`src/design/bkr_pkg.sv`:
```
// shared types and codes for the banker's safety allocator
package bkr_pkg;

  localparam int AMOUNT_W    = 8;
  localparam int FUNC_W      = 3;
  localparam int PROCESS_W   = 3;
  localparam int STATUS_W    = 3;
  localparam int CFG_INDEX_W = 2;
  localparam int CFG_DATA_W  = 4;
  localparam int ACT_PROC_W  = 4;
  localparam int ACT_RES_W   = 3;

  // operation codes
  localparam logic [FUNC_W-1:0] FUNC_LOAD_HELD  = 3'd0;
  localparam logic [FUNC_W-1:0] FUNC_LOAD_NEED  = 3'd1;
  localparam logic [FUNC_W-1:0] FUNC_LOAD_AVAIL = 3'd2;
  localparam logic [FUNC_W-1:0] FUNC_REQUEST    = 3'd3;
  localparam logic [FUNC_W-1:0] FUNC_RELEASE    = 3'd4;
  localparam logic [FUNC_W-1:0] FUNC_QUERY      = 3'd5;

  // status codes
  localparam logic [STATUS_W-1:0] STATUS_OK         = 3'd0;
  localparam logic [STATUS_W-1:0] STATUS_UNSAFE     = 3'd1;
  localparam logic [STATUS_W-1:0] STATUS_EXC_NEED   = 3'd2;
  localparam logic [STATUS_W-1:0] STATUS_EXC_AVAIL  = 3'd3;
  localparam logic [STATUS_W-1:0] STATUS_EXC_HELD   = 3'd4;
  localparam logic [STATUS_W-1:0] STATUS_OVERFLOW   = 3'd5;

  // configuration register indexes
  localparam logic [CFG_INDEX_W-1:0] REG_ACTIVE_PROCESSES = 2'd0;
  localparam logic [CFG_INDEX_W-1:0] REG_ACTIVE_RESOURCES = 2'd1;

  typedef struct packed {
    logic [FUNC_W-1:0]    func;
    logic [PROCESS_W-1:0] process;
    logic [AMOUNT_W-1:0]  amount_0;
    logic [AMOUNT_W-1:0]  amount_1;
    logic [AMOUNT_W-1:0]  amount_2;
    logic [AMOUNT_W-1:0]  amount_3;
  } in_item_t;

  typedef struct packed {
    logic [STATUS_W-1:0] status;
    logic                safe;
  } out_item_t;

  // amount field of one resource column
  function automatic logic [AMOUNT_W-1:0] amount_of(in_item_t item, int idx);
    logic [AMOUNT_W-1:0] res;
    case (idx)
      0:       res = item.amount_0;
      1:       res = item.amount_1;
      2:       res = item.amount_2;
      3:       res = item.amount_3;
      default: res = '0;
    endcase
    return res;
  endfunction

endpackage

```
`src/design/bankers_safety_allocator.sv`:
```
// banker's deadlock-avoidance allocator with an iterative safety scan
// sequence: accept, EXEC applies the operation, INIT loads the work vector, SCAN runs the passes
// over the np rows in use, P passes (1 to np); a refused unsafe request runs INIT and SCAN twice
// throughput: one transaction at a time, busy drops in the result cycle so the next can follow
// the scan unit checks and adds one process row per cycle against the work vector
// reset: synchronous active low; tables read as zero through per-row valid bits, no clearing
// pass; active_processes = 8, active_resources = 4
module bankers_safety_allocator #(
  parameter int MAX_PROCESSES = 8,
  parameter int MAX_RESOURCES = 4,
  parameter int UNIT_WIDTH    = 8
) (
  input  logic                                clk,
  input  logic                                rst_n,
  // command channel
  input  logic                                start,
  output logic                                busy,
  input  bkr_pkg::in_item_t                   in_data,
  // result channel
  output logic                                out_valid,
  output bkr_pkg::out_item_t                  out_data,
  // configuration write port
  input  logic                                cfg_we,
  input  logic [bkr_pkg::CFG_INDEX_W-1:0]     cfg_index,
  input  logic [bkr_pkg::CFG_DATA_W-1:0]      cfg_wdata
);

  localparam int ROW_W  = $clog2(MAX_PROCESSES);
  localparam int NP_W   = $clog2(MAX_PROCESSES + 1);
  localparam int EXT_W  = (UNIT_WIDTH > bkr_pkg::AMOUNT_W) ? UNIT_WIDTH : bkr_pkg::AMOUNT_W;
  localparam int SUM_W  = EXT_W + 1;
  // work vector holds available plus every row's holdings without wrapping
  localparam int WORK_W = UNIT_WIDTH + $clog2(MAX_PROCESSES + 1);
  localparam logic [EXT_W-1:0] UNIT_MAX_X = EXT_W'({UNIT_WIDTH{1'b1}});

  typedef logic [MAX_RESOURCES-1:0][UNIT_WIDTH-1:0] row_t;
  typedef logic [MAX_RESOURCES-1:0][WORK_W-1:0]     work_t;

  typedef enum logic [1:0] {
    ST_IDLE,
    ST_EXEC,
    ST_INIT,
    ST_SCAN
  } state_t;

  // control and registered outputs
  state_t                           state_r, state_nxt;
  bkr_pkg::in_item_t                item_r, item_nxt;
  logic [bkr_pkg::ACT_PROC_W-1:0]   ap_r, ap_nxt;
  logic [bkr_pkg::ACT_RES_W-1:0]    ar_r, ar_nxt;
  row_t                             avail_r, avail_nxt;
  logic [MAX_PROCESSES-1:0]         held_vld_r, held_vld_nxt;
  logic [MAX_PROCESSES-1:0]         need_vld_r, need_vld_nxt;
  logic                             trial_r, trial_nxt;
  row_t                             orig_held_r, orig_held_nxt;
  row_t                             orig_need_r, orig_need_nxt;
  row_t                             orig_avail_r, orig_avail_nxt;
  logic [bkr_pkg::STATUS_W-1:0]     status_r, status_nxt;
  work_t                            work_r, work_nxt;
  logic [MAX_PROCESSES-1:0]         fin_r, fin_nxt;
  logic [ROW_W-1:0]                 row_r, row_nxt;
  logic                             moved_r, moved_nxt;
  logic                             out_valid_r, out_valid_nxt;
  bkr_pkg::out_item_t               out_data_r, out_data_nxt;

  // held and needed tables: one row of all resource columns per entry
  row_t                             held_mem [MAX_PROCESSES];
  row_t                             need_mem [MAX_PROCESSES];
  row_t                             held_rd_r, need_rd_r;
  logic                             held_rdv_r, need_rdv_r;
  logic [ROW_W-1:0]                 rd_addr, wr_addr;
  logic                             held_we, need_we;
  row_t                             held_wdata, need_wdata;
  row_t                             held_row, need_row;

  // decoded item and limits
  logic [NP_W-1:0]                  np;
  logic [bkr_pkg::ACT_RES_W-1:0]    nr;
  logic [MAX_RESOURCES-1:0]         col_act;
  logic [MAX_PROCESSES-1:0]         row_act_mask;
  logic [MAX_RESOURCES-1:0][EXT_W-1:0] amt_ext;
  row_t                             amt_u;
  logic                             big, row_ok, row_active, in_row_ok;
  logic                             exc_need, exc_avail, ovf_req, exc_held, ovf_rel;
  row_t                             req_held, req_need, req_avail;
  row_t                             rel_held, rel_need, rel_avail;

  // scan unit
  logic                             fits, last_row, all_fin, moved_any;
  work_t                            work_add;
  logic [MAX_PROCESSES-1:0]         fin_upd;
  logic [ROW_W-1:0]                 row_step;

  assign busy      = (state_r != ST_IDLE);
  assign out_valid = out_valid_r;
  assign out_data  = out_data_r;

  // rows never written read as zero
  assign held_row = held_rdv_r ? held_rd_r : '0;
  assign need_row = need_rdv_r ? need_rd_r : '0;
  assign wr_addr  = ROW_W'(item_r.process);

  // register values out of range clamp to 1 or the maximum
  always_comb begin
    if (ap_r == '0) begin
      np = NP_W'(1);
    end else if (32'(ap_r) > MAX_PROCESSES) begin
      np = NP_W'(MAX_PROCESSES);
    end else begin
      np = NP_W'(ap_r);
    end
    if (ar_r == '0) begin
      nr = bkr_pkg::ACT_RES_W'(1);
    end else if (32'(ar_r) > MAX_RESOURCES) begin
      nr = bkr_pkg::ACT_RES_W'(MAX_RESOURCES);
    end else begin
      nr = ar_r;
    end
  end

  always_comb begin
    for (int c = 0; c < MAX_RESOURCES; c++) begin
      col_act[c] = (c < int'(nr));
    end
    for (int p = 0; p < MAX_PROCESSES; p++) begin
      row_act_mask[p] = (p < int'(np));
    end
  end

  assign row_ok     = (32'(item_r.process) < MAX_PROCESSES);
  assign row_active = row_ok && (32'(item_r.process) < 32'(np));
  assign in_row_ok  = (32'(in_data.process) < MAX_PROCESSES);

  // per-column checks and candidate rows for request and release
  always_comb begin
    big       = 1'b0;
    exc_need  = 1'b0;
    exc_avail = 1'b0;
    ovf_req   = 1'b0;
    exc_held  = 1'b0;
    ovf_rel   = 1'b0;
    for (int c = 0; c < MAX_RESOURCES; c++) begin
      amt_ext[c] = EXT_W'(bkr_pkg::amount_of(item_r, c));
      amt_u[c]   = UNIT_WIDTH'(amt_ext[c]);
      if (amt_ext[c] > UNIT_MAX_X) big = 1'b1;
      if (col_act[c]) begin
        if (amt_ext[c] > EXT_W'(need_row[c]))  exc_need  = 1'b1;
        if (amt_ext[c] > EXT_W'(avail_r[c]))   exc_avail = 1'b1;
        if (amt_ext[c] > EXT_W'(held_row[c]))  exc_held  = 1'b1;
        if (SUM_W'(held_row[c]) + SUM_W'(amt_ext[c]) > SUM_W'(UNIT_MAX_X)) ovf_req = 1'b1;
        if (SUM_W'(avail_r[c]) + SUM_W'(amt_ext[c]) > SUM_W'(UNIT_MAX_X) ||
            SUM_W'(need_row[c]) + SUM_W'(amt_ext[c]) > SUM_W'(UNIT_MAX_X)) begin
          ovf_rel = 1'b1;
        end
      end
      // inactive columns keep their values
      req_held[c]  = col_act[c] ? held_row[c] + amt_u[c] : held_row[c];
      req_need[c]  = col_act[c] ? need_row[c] - amt_u[c] : need_row[c];
      req_avail[c] = col_act[c] ? avail_r[c]  - amt_u[c] : avail_r[c];
      rel_held[c]  = col_act[c] ? held_row[c] - amt_u[c] : held_row[c];
      rel_need[c]  = col_act[c] ? need_row[c] + amt_u[c] : need_row[c];
      rel_avail[c] = col_act[c] ? avail_r[c]  + amt_u[c] : avail_r[c];
    end
  end

  // scan unit: one row checked against the work vector per cycle
  always_comb begin
    fits = !fin_r[row_r];
    for (int c = 0; c < MAX_RESOURCES; c++) begin
      if (col_act[c] && (WORK_W'(need_row[c]) > work_r[c])) fits = 1'b0;
      work_add[c] = work_r[c] + (col_act[c] ? WORK_W'(held_row[c]) : '0);
    end
    fin_upd = fin_r;
    if (fits) fin_upd[row_r] = 1'b1;
    last_row  = ((NP_W'(row_r) + NP_W'(1)) == np);
    all_fin   = &(fin_upd | ~row_act_mask);
    moved_any = moved_r | fits;
    row_step  = last_row ? '0 : row_r + ROW_W'(1);
  end

  // sequencer
  always_comb begin
    state_nxt      = state_r;
    item_nxt       = item_r;
    ap_nxt         = ap_r;
    ar_nxt         = ar_r;
    avail_nxt      = avail_r;
    held_vld_nxt   = held_vld_r;
    need_vld_nxt   = need_vld_r;
    trial_nxt      = trial_r;
    orig_held_nxt  = orig_held_r;
    orig_need_nxt  = orig_need_r;
    orig_avail_nxt = orig_avail_r;
    status_nxt     = status_r;
    work_nxt       = work_r;
    fin_nxt        = fin_r;
    row_nxt        = row_r;
    moved_nxt      = moved_r;
    out_valid_nxt  = 1'b0;
    out_data_nxt   = out_data_r;
    held_we        = 1'b0;
    need_we        = 1'b0;
    held_wdata     = held_row;
    need_wdata     = need_row;
    rd_addr        = '0;

    if (cfg_we) begin
      case (cfg_index)
        bkr_pkg::REG_ACTIVE_PROCESSES: ap_nxt = cfg_wdata;
        bkr_pkg::REG_ACTIVE_RESOURCES: ar_nxt = cfg_wdata[bkr_pkg::ACT_RES_W-1:0];
        default: ;
      endcase
    end

    case (state_r)
      ST_IDLE: begin
        // fetch the addressed row while the transaction is taken
        rd_addr = in_row_ok ? ROW_W'(in_data.process) : '0;
        if (start) begin
          item_nxt   = in_data;
          status_nxt = bkr_pkg::STATUS_OK;
          trial_nxt  = 1'b0;
          state_nxt  = ST_EXEC;
        end
      end

      ST_EXEC: begin
        state_nxt = ST_INIT;
        case (item_r.func)
          bkr_pkg::FUNC_LOAD_HELD, bkr_pkg::FUNC_LOAD_NEED: begin
            if (row_ok) begin
              if (big) begin
                status_nxt = bkr_pkg::STATUS_OVERFLOW;
              end else if (item_r.func == bkr_pkg::FUNC_LOAD_HELD) begin
                held_we               = 1'b1;
                held_wdata            = amt_u;
                held_vld_nxt[wr_addr] = 1'b1;
              end else begin
                need_we               = 1'b1;
                need_wdata            = amt_u;
                need_vld_nxt[wr_addr] = 1'b1;
              end
            end
          end
          bkr_pkg::FUNC_LOAD_AVAIL: begin
            if (big) begin
              status_nxt = bkr_pkg::STATUS_OVERFLOW;
            end else begin
              avail_nxt = amt_u;
            end
          end
          bkr_pkg::FUNC_REQUEST: begin
            if (row_active) begin
              if (exc_need) begin
                status_nxt = bkr_pkg::STATUS_EXC_NEED;
              end else if (exc_avail) begin
                status_nxt = bkr_pkg::STATUS_EXC_AVAIL;
              end else if (ovf_req) begin
                status_nxt = bkr_pkg::STATUS_OVERFLOW;
              end else begin
                // apply on trial, keep the old values for rollback
                trial_nxt             = 1'b1;
                orig_held_nxt         = held_row;
                orig_need_nxt         = need_row;
                orig_avail_nxt        = avail_r;
                held_we               = 1'b1;
                need_we               = 1'b1;
                held_wdata            = req_held;
                need_wdata            = req_need;
                held_vld_nxt[wr_addr] = 1'b1;
                need_vld_nxt[wr_addr] = 1'b1;
                avail_nxt             = req_avail;
              end
            end
          end
          bkr_pkg::FUNC_RELEASE: begin
            if (row_active) begin
              if (exc_held) begin
                status_nxt = bkr_pkg::STATUS_EXC_HELD;
              end else if (ovf_rel) begin
                status_nxt = bkr_pkg::STATUS_OVERFLOW;
              end else begin
                held_we               = 1'b1;
                need_we               = 1'b1;
                held_wdata            = rel_held;
                need_wdata            = rel_need;
                held_vld_nxt[wr_addr] = 1'b1;
                need_vld_nxt[wr_addr] = 1'b1;
                avail_nxt             = rel_avail;
              end
            end
          end
          default: ;  // query and unused codes change nothing
        endcase
      end

      ST_INIT: begin
        // work vector starts at the available units, row 0 fetched
        for (int c = 0; c < MAX_RESOURCES; c++) begin
          work_nxt[c] = col_act[c] ? WORK_W'(avail_r[c]) : '0;
        end
        fin_nxt   = '0;
        row_nxt   = '0;
        moved_nxt = 1'b0;
        rd_addr   = '0;
        state_nxt = ST_SCAN;
      end

      ST_SCAN: begin
        rd_addr   = row_step;
        row_nxt   = row_step;
        fin_nxt   = fin_upd;
        moved_nxt = last_row ? 1'b0 : moved_any;
        if (fits) work_nxt = work_add;
        // a pass that finishes nothing, or all rows finished, ends the scan
        if (last_row && (all_fin || !moved_any)) begin
          if (trial_r && !all_fin) begin
            // unsafe trial: restore the row and available units, scan again
            held_we    = 1'b1;
            need_we    = 1'b1;
            held_wdata = orig_held_r;
            need_wdata = orig_need_r;
            avail_nxt  = orig_avail_r;
            trial_nxt  = 1'b0;
            status_nxt = bkr_pkg::STATUS_UNSAFE;
            state_nxt  = ST_INIT;
          end else begin
            out_valid_nxt       = 1'b1;
            out_data_nxt.status = status_r;
            out_data_nxt.safe   = all_fin;
            trial_nxt           = 1'b0;
            state_nxt           = ST_IDLE;
          end
        end
      end

      default: state_nxt = ST_IDLE;
    endcase
  end

  // state and registered outputs
  always_ff @(posedge clk) begin
    if (!rst_n) begin
      state_r      <= ST_IDLE;
      item_r       <= '0;
      ap_r         <= bkr_pkg::ACT_PROC_W'(8);
      ar_r         <= bkr_pkg::ACT_RES_W'(4);
      avail_r      <= '0;
      held_vld_r   <= '0;
      need_vld_r   <= '0;
      trial_r      <= 1'b0;
      orig_held_r  <= '0;
      orig_need_r  <= '0;
      orig_avail_r <= '0;
      status_r     <= bkr_pkg::STATUS_OK;
      work_r       <= '0;
      fin_r        <= '0;
      row_r        <= '0;
      moved_r      <= 1'b0;
      out_valid_r  <= 1'b0;
      out_data_r   <= '0;
    end else begin
      state_r      <= state_nxt;
      item_r       <= item_nxt;
      ap_r         <= ap_nxt;
      ar_r         <= ar_nxt;
      avail_r      <= avail_nxt;
      held_vld_r   <= held_vld_nxt;
      need_vld_r   <= need_vld_nxt;
      trial_r      <= trial_nxt;
      orig_held_r  <= orig_held_nxt;
      orig_need_r  <= orig_need_nxt;
      orig_avail_r <= orig_avail_nxt;
      status_r     <= status_nxt;
      work_r       <= work_nxt;
      fin_r        <= fin_nxt;
      row_r        <= row_nxt;
      moved_r      <= moved_nxt;
      out_valid_r  <= out_valid_nxt;
      out_data_r   <= out_data_nxt;
    end
  end

  // table memories with registered read
  always_ff @(posedge clk) begin
    if (held_we) held_mem[wr_addr] <= held_wdata;
    if (need_we) need_mem[wr_addr] <= need_wdata;
    held_rd_r  <= held_mem[rd_addr];
    need_rd_r  <= need_mem[rd_addr];
    held_rdv_r <= held_vld_r[rd_addr];
    need_rdv_r <= need_vld_r[rd_addr];
  end

  // an accepted transaction keeps the block busy in the next cycle
  a_accept_busy: assert property (@(posedge clk) disable iff (!rst_n)
    (start && !busy) |=> busy)
    else $error("accepted transaction did not start work");

  // a result strobe only follows work in progress
  a_result_after_work: assert property (@(posedge clk) disable iff (!rst_n)
    out_valid |-> $past(busy))
    else $error("result strobe without a transaction in progress");

  // only a request is ever rolled back as unsafe
  a_unsafe_is_request: assert property (@(posedge clk) disable iff (!rst_n)
    (out_valid && (out_data.status == bkr_pkg::STATUS_UNSAFE)) |->
      (item_r.func == bkr_pkg::FUNC_REQUEST))
    else $error("unsafe status on a non-request transaction");

  // a trial allocation exists only for a request
  a_trial_is_request: assert property (@(posedge clk) disable iff (!rst_n)
    trial_r |-> (item_r.func == bkr_pkg::FUNC_REQUEST))
    else $error("trial allocation outside a request");

endmodule

```
`config.mk`:
```
export PLATFORM = sky130hd
export DESIGN_NAME = bankers_safety_allocator
export DESIGN_NICKNAME = d
export VERILOG_FILES = /design/src/design/bkr_pkg.sv /design/src/design/bankers_safety_allocator.sv
export SDC_FILE = /design/constraint.sdc
export NUM_CORES = 2
export LEC_CHECK = 0
export BUFFER_PORTS_ARGS = -buffer_cell sky130_fd_sc_hd__buf_2
export CORE_UTILIZATION = 50
export CTS_CLUSTER_DIAMETER = 200
export CTS_CLUSTER_SIZE = 14
export DETAILED_ROUTE_END_ITERATION = 12
export PLACE_DENSITY_LB_ADDON = 0.15
export REMOVE_ABC_BUFFERS = 1
export SYNTH_ARGS = -nofsm -noshare
export SYNTH_HDL_FRONTEND = slang
export SYNTH_SLANG_ARGS = --single-unit
export TNS_END_PERCENT = 5
```
`constraint.sdc`:
```
create_clock -name clk -period 13.05 [get_ports clk]
set_clock_uncertainty 0.1 [all_clocks]
set_input_delay 3.2625 -clock clk [delete_from_list [all_inputs] [get_ports clk]]
set_output_delay 3.2625 -clock clk [all_outputs]
set_load 0.01 [all_outputs]
```
==> summary.md <==
| Metric | Value |
|---|---|
| Cell Pwr Density | `201 nW/um2` |
| RR Endpoint | `held_mem[0][29]$_DFFE_PP_` |
| Final Hold Fails | `0` |
| Total track usage | `between 30% and 40%` |
| CTS Buf Count | `69` |
| Crit-path max FO | `64` |
| Reg area | `21900 um2` |
| Synth warn | `0` |
| Post-route ant nets | `0` |
| Die Span Y | `305 um` |
| Rows | `110` |
| Reg-to-reg slack, setup | `between 6 and 7 ns` |
| Clock Pin Slew Worst Setup and Hold Paths | `0.07 ns` |
| P&R area growth vs syn | `7.36%` |
| DR DRC count | `0` |
| First-pass GRT wire length | `216000 um` |
| Die area | `between 90000 and 100000 um2` |
| Total power | `9920 uW` |
| Synth Area in XOR/XNOR | `1.45%` |
| Sequential area share after synthesis | `47.6%` |
| Max Slew Vio Count | `0` |
| Vias in the first global route | `around 34000` |
| Hold-fix buffers, CTS | `0` |
| Routed length per instance | `25.3 um` |
| Deepest clock path buffer count | `3` |
| Fin crit period | `between 6 and 7 ns` |
| GR Overflow Total | `0` |
| Core area | `a little over 90000 um2` |
| Top flop regs | `held_mem: 256 flops, need_mem: 256 flops, work_r: 48 flops` |
| Post-Synth Adder-Cell Area | `8.01%` |
| Post-synth top area cell | `edfxtp_1` |
| Clock Latency Late Sink | `0.68 ns` |
| Die width | `slightly above 300 um` |
| Number of I/O pins | `54` |
| WP data arrival | `roughly 7.2 ns` |
| Simple logic cell fraction of the synthesized area | `~13%` |
| Port buffer count | `53` |
| Area contributors post-synth | `edfxtp_1, dfxtp_1, ha_1` |
| DRT Pass-1 Iters | `6` |
| Main flop type after synthesis | `edfxtp_1` |
| Max-cap violations | `0` |
| Synthesis-stage register bit count | `between 800 and 900` |
| RSZ-0062 raised after global routing | `no` |
| FFs w/ async S/R, synth | `0%` |
| Number of vias per cell | `6.30` |
| Post-DP HPWL | `98900 um` |
| Vias | `36000` |
| Largest family of logic cells by synthesized area | `compound AO/OA/AOI/OAI gates` |
| CTS root buffer | `clkbuf_16` |
| Routed wire length | `144000 um` |
| Crit end category | `register` |
| Cells after Synth | `4578` |
| CTS tree | `built` |
| Max H-tree Level | `3` |
| Multi-input gate area | `22200 um2` |
| Hold Startpoint | `orig_avail_r[23]$_SDFFE_PN0P_` |
| Hold Path Sink | `orig_avail_r[23]$_SDFFE_PN0P_` |
| Fraction of final layout cells with drive strength greater than 1 | `between 10% and 20%` |
| Resized cells post-CTS | `0` |
| Post-route non-filler standard cell count | `approximately 5700` |
| EDFF count, synth | `512` |
| FMAX | `between 100 and 150 MHz` |
| Largest net degree at the start of global routing | `134` |
| Worst-margin pin slew | `roughly 1.3 ns` |
| Mean Syn Cell Area | `10.0 um2` |
| Post-CTS setup buffers | `0` |
| # clock sinks | `838` |
| Crit path launch type | `primary input` |
| Synth cell types | `approximately 110` |
| Reg-to-Reg Start | `need_rdv_r$_DFF_P_` |
| FILL cells | `8006` |
| Min-delay worst type | `reg2reg` |
| Starting density of the core | `50.8%` |
| Critical Setup Path Class | `in2reg` |
| WP data required | `between 10 and 15 ns` |
| Worst vdd rail ir drop | `233 uV` |
| Fin crit share | `about half` |
| Multiplexer area fraction after synthesis | `7.67%` |
| GPL Wtd Cong | `about 1.0` |
| Iter 0 DRT Violations | `between 4000 and 5000` |
| Initial antenna violation count | `1` |
| Cell area after synthesis | `46000 um2` |
| Final net count | `4802` |
| Compound-cell area share of the yosys netlist | `18.0%` |
| Finish-stage setup viols | `0` |
| Top cell type's share of synthesized area | `about a third` |
| Dpl cells | `about 5600` |
| Leak pwr | `0.0182 uW` |
| Worst R2R Path Depth | `15` |
| Max_slew headroom | `12.7%` |
| Outcome | `complete, no violations` |
| Hold path cells | `2` |
[cell type report]
type,instances,area share (%)
multi-input cells,3207,45.0
inverters,228,1.75
flip-flops and latches,838,44.4
clock inverters,6,0.195
clock buffers,106,3.80
diodes,1,0.00507
repair buffers,142,1.92
well taps,1176,2.98
[metrics by stage]
step                      setup slack [ns]  hold WS (ns)  setup TNS (ns)  util, %  cell area [um2]
after floorplan                      -2.50         0.331         -164.82        -            44700
after global placement                5.66         0.337               0     52.3            47400
after detailed placement              5.60         0.345               0     52.3            47400
after CTS                             6.29         0.354               0     54.5            49400
after global routing                  6.11         0.366               0     54.5            49400
final                                 6.28         0.356               0     54.5            49400
[cell usage after synthesis (29+ instances only)]
master / number
a211oi_1: 29
nor2_1: 548
a31oi_1: 30
o211ai_1: 51
ha_1: 244
nand2b_1: 35
clkbuf_1: 232
mux2i_1: 45
inv_1: 226
nand3_1: 65
o21bai_1: 36
a221o_1: 29
a21oi_1: 474
dfxtp_1: 326
o22ai_1: 35
edfxtp_1: 512
o21ai_0: 166
mux4_2: 66
o21a_1: 40
nand2_1: 475
a21o_1: 31
mux2_2: 141
xnor2_1: 55
nor3_1: 33
o221ai_1: 59
nor2b_1: 42
a221oi_1: 37
a22oi_1: 43
and2_1: 40
buf_2: 39
[worst max-delay path by stage]
stage / start / endpoint / slack (ns) / cells after the start
3_3_place_gp: in_data[32] / held_rd_r[18]$_DFF_P_ / 5.66 / 7
4_1_cts: in_data[32] / need_rd_r[3]$_DFF_P_ / 6.29 / 7
6_report: in_data[32] / need_rd_r[17]$_DFF_P_ / 6.28 / 7
3_5_place_dp: in_data[32] / need_rd_r[3]$_DFF_P_ / 5.60 / 7
2_1_floorplan: state_r[0]$_SDFFE_PN0P_ / held_rd_r[0]$_DFF_P_ / -2.50 / 7
5_1_grt: in_data[32] / need_rd_r[16]$_DFF_P_ / 6.11 / 7
[worst max-delay path, stage by stage]
cell and delay [ns]:
buf_2 0.10, a21o_4 0.44, nor2b_4 0.90, buf_4 0.62, buf_4 0.78, mux2_2 0.42
mux4_2 0.45
[power breakdown]
part           internal, uW  total [uW]  switching, uW
Combinational          1630        4410           2790
Sequential             3210        3520            306
Clock                  1000        1990            988
Total                  5840        9920           4080
[placed cells by master (no fill, tap or decap), types with 66 or more instances in the layout]
cell type / instances
a21oi_1: 471
mux4_2: 66
inv_1: 225
nor2_1: 530
o21ai_0: 165
ha_1: 242
clkbuf_16: 69
edfxtp_1: 512
nand2_1: 474
dfxtp_1: 325
buf_4: 88
mux2_2: 141
[logic make-up after synthesis]
kind of cell             Yosys count
AND/OR/NAND/NOR                 1341
AO/OA/AOI/OAI                   1255
flip-flops                       838
buffers and inverters            533
adder cells (fa/ha/maj)          283
multiplexers                     252
XOR/XNOR                          76
[per-layer routing]
metal | routed length (um) | global-route usage [%] | part of all wire [%] | up-vias
li1 | - | - | - | 16500
met5 | 0 | 0 | 0 | -
met2 | 63100 | 46.8 | 44 | 1671
met3 | 12800 | 4.80 | 8.9 | 296
met1 | 62800 | 43.6 | 44 | 17500
met4 | 5700 | 11.6 | 3.9 | 0
Power figures use the tool's default switching activity.
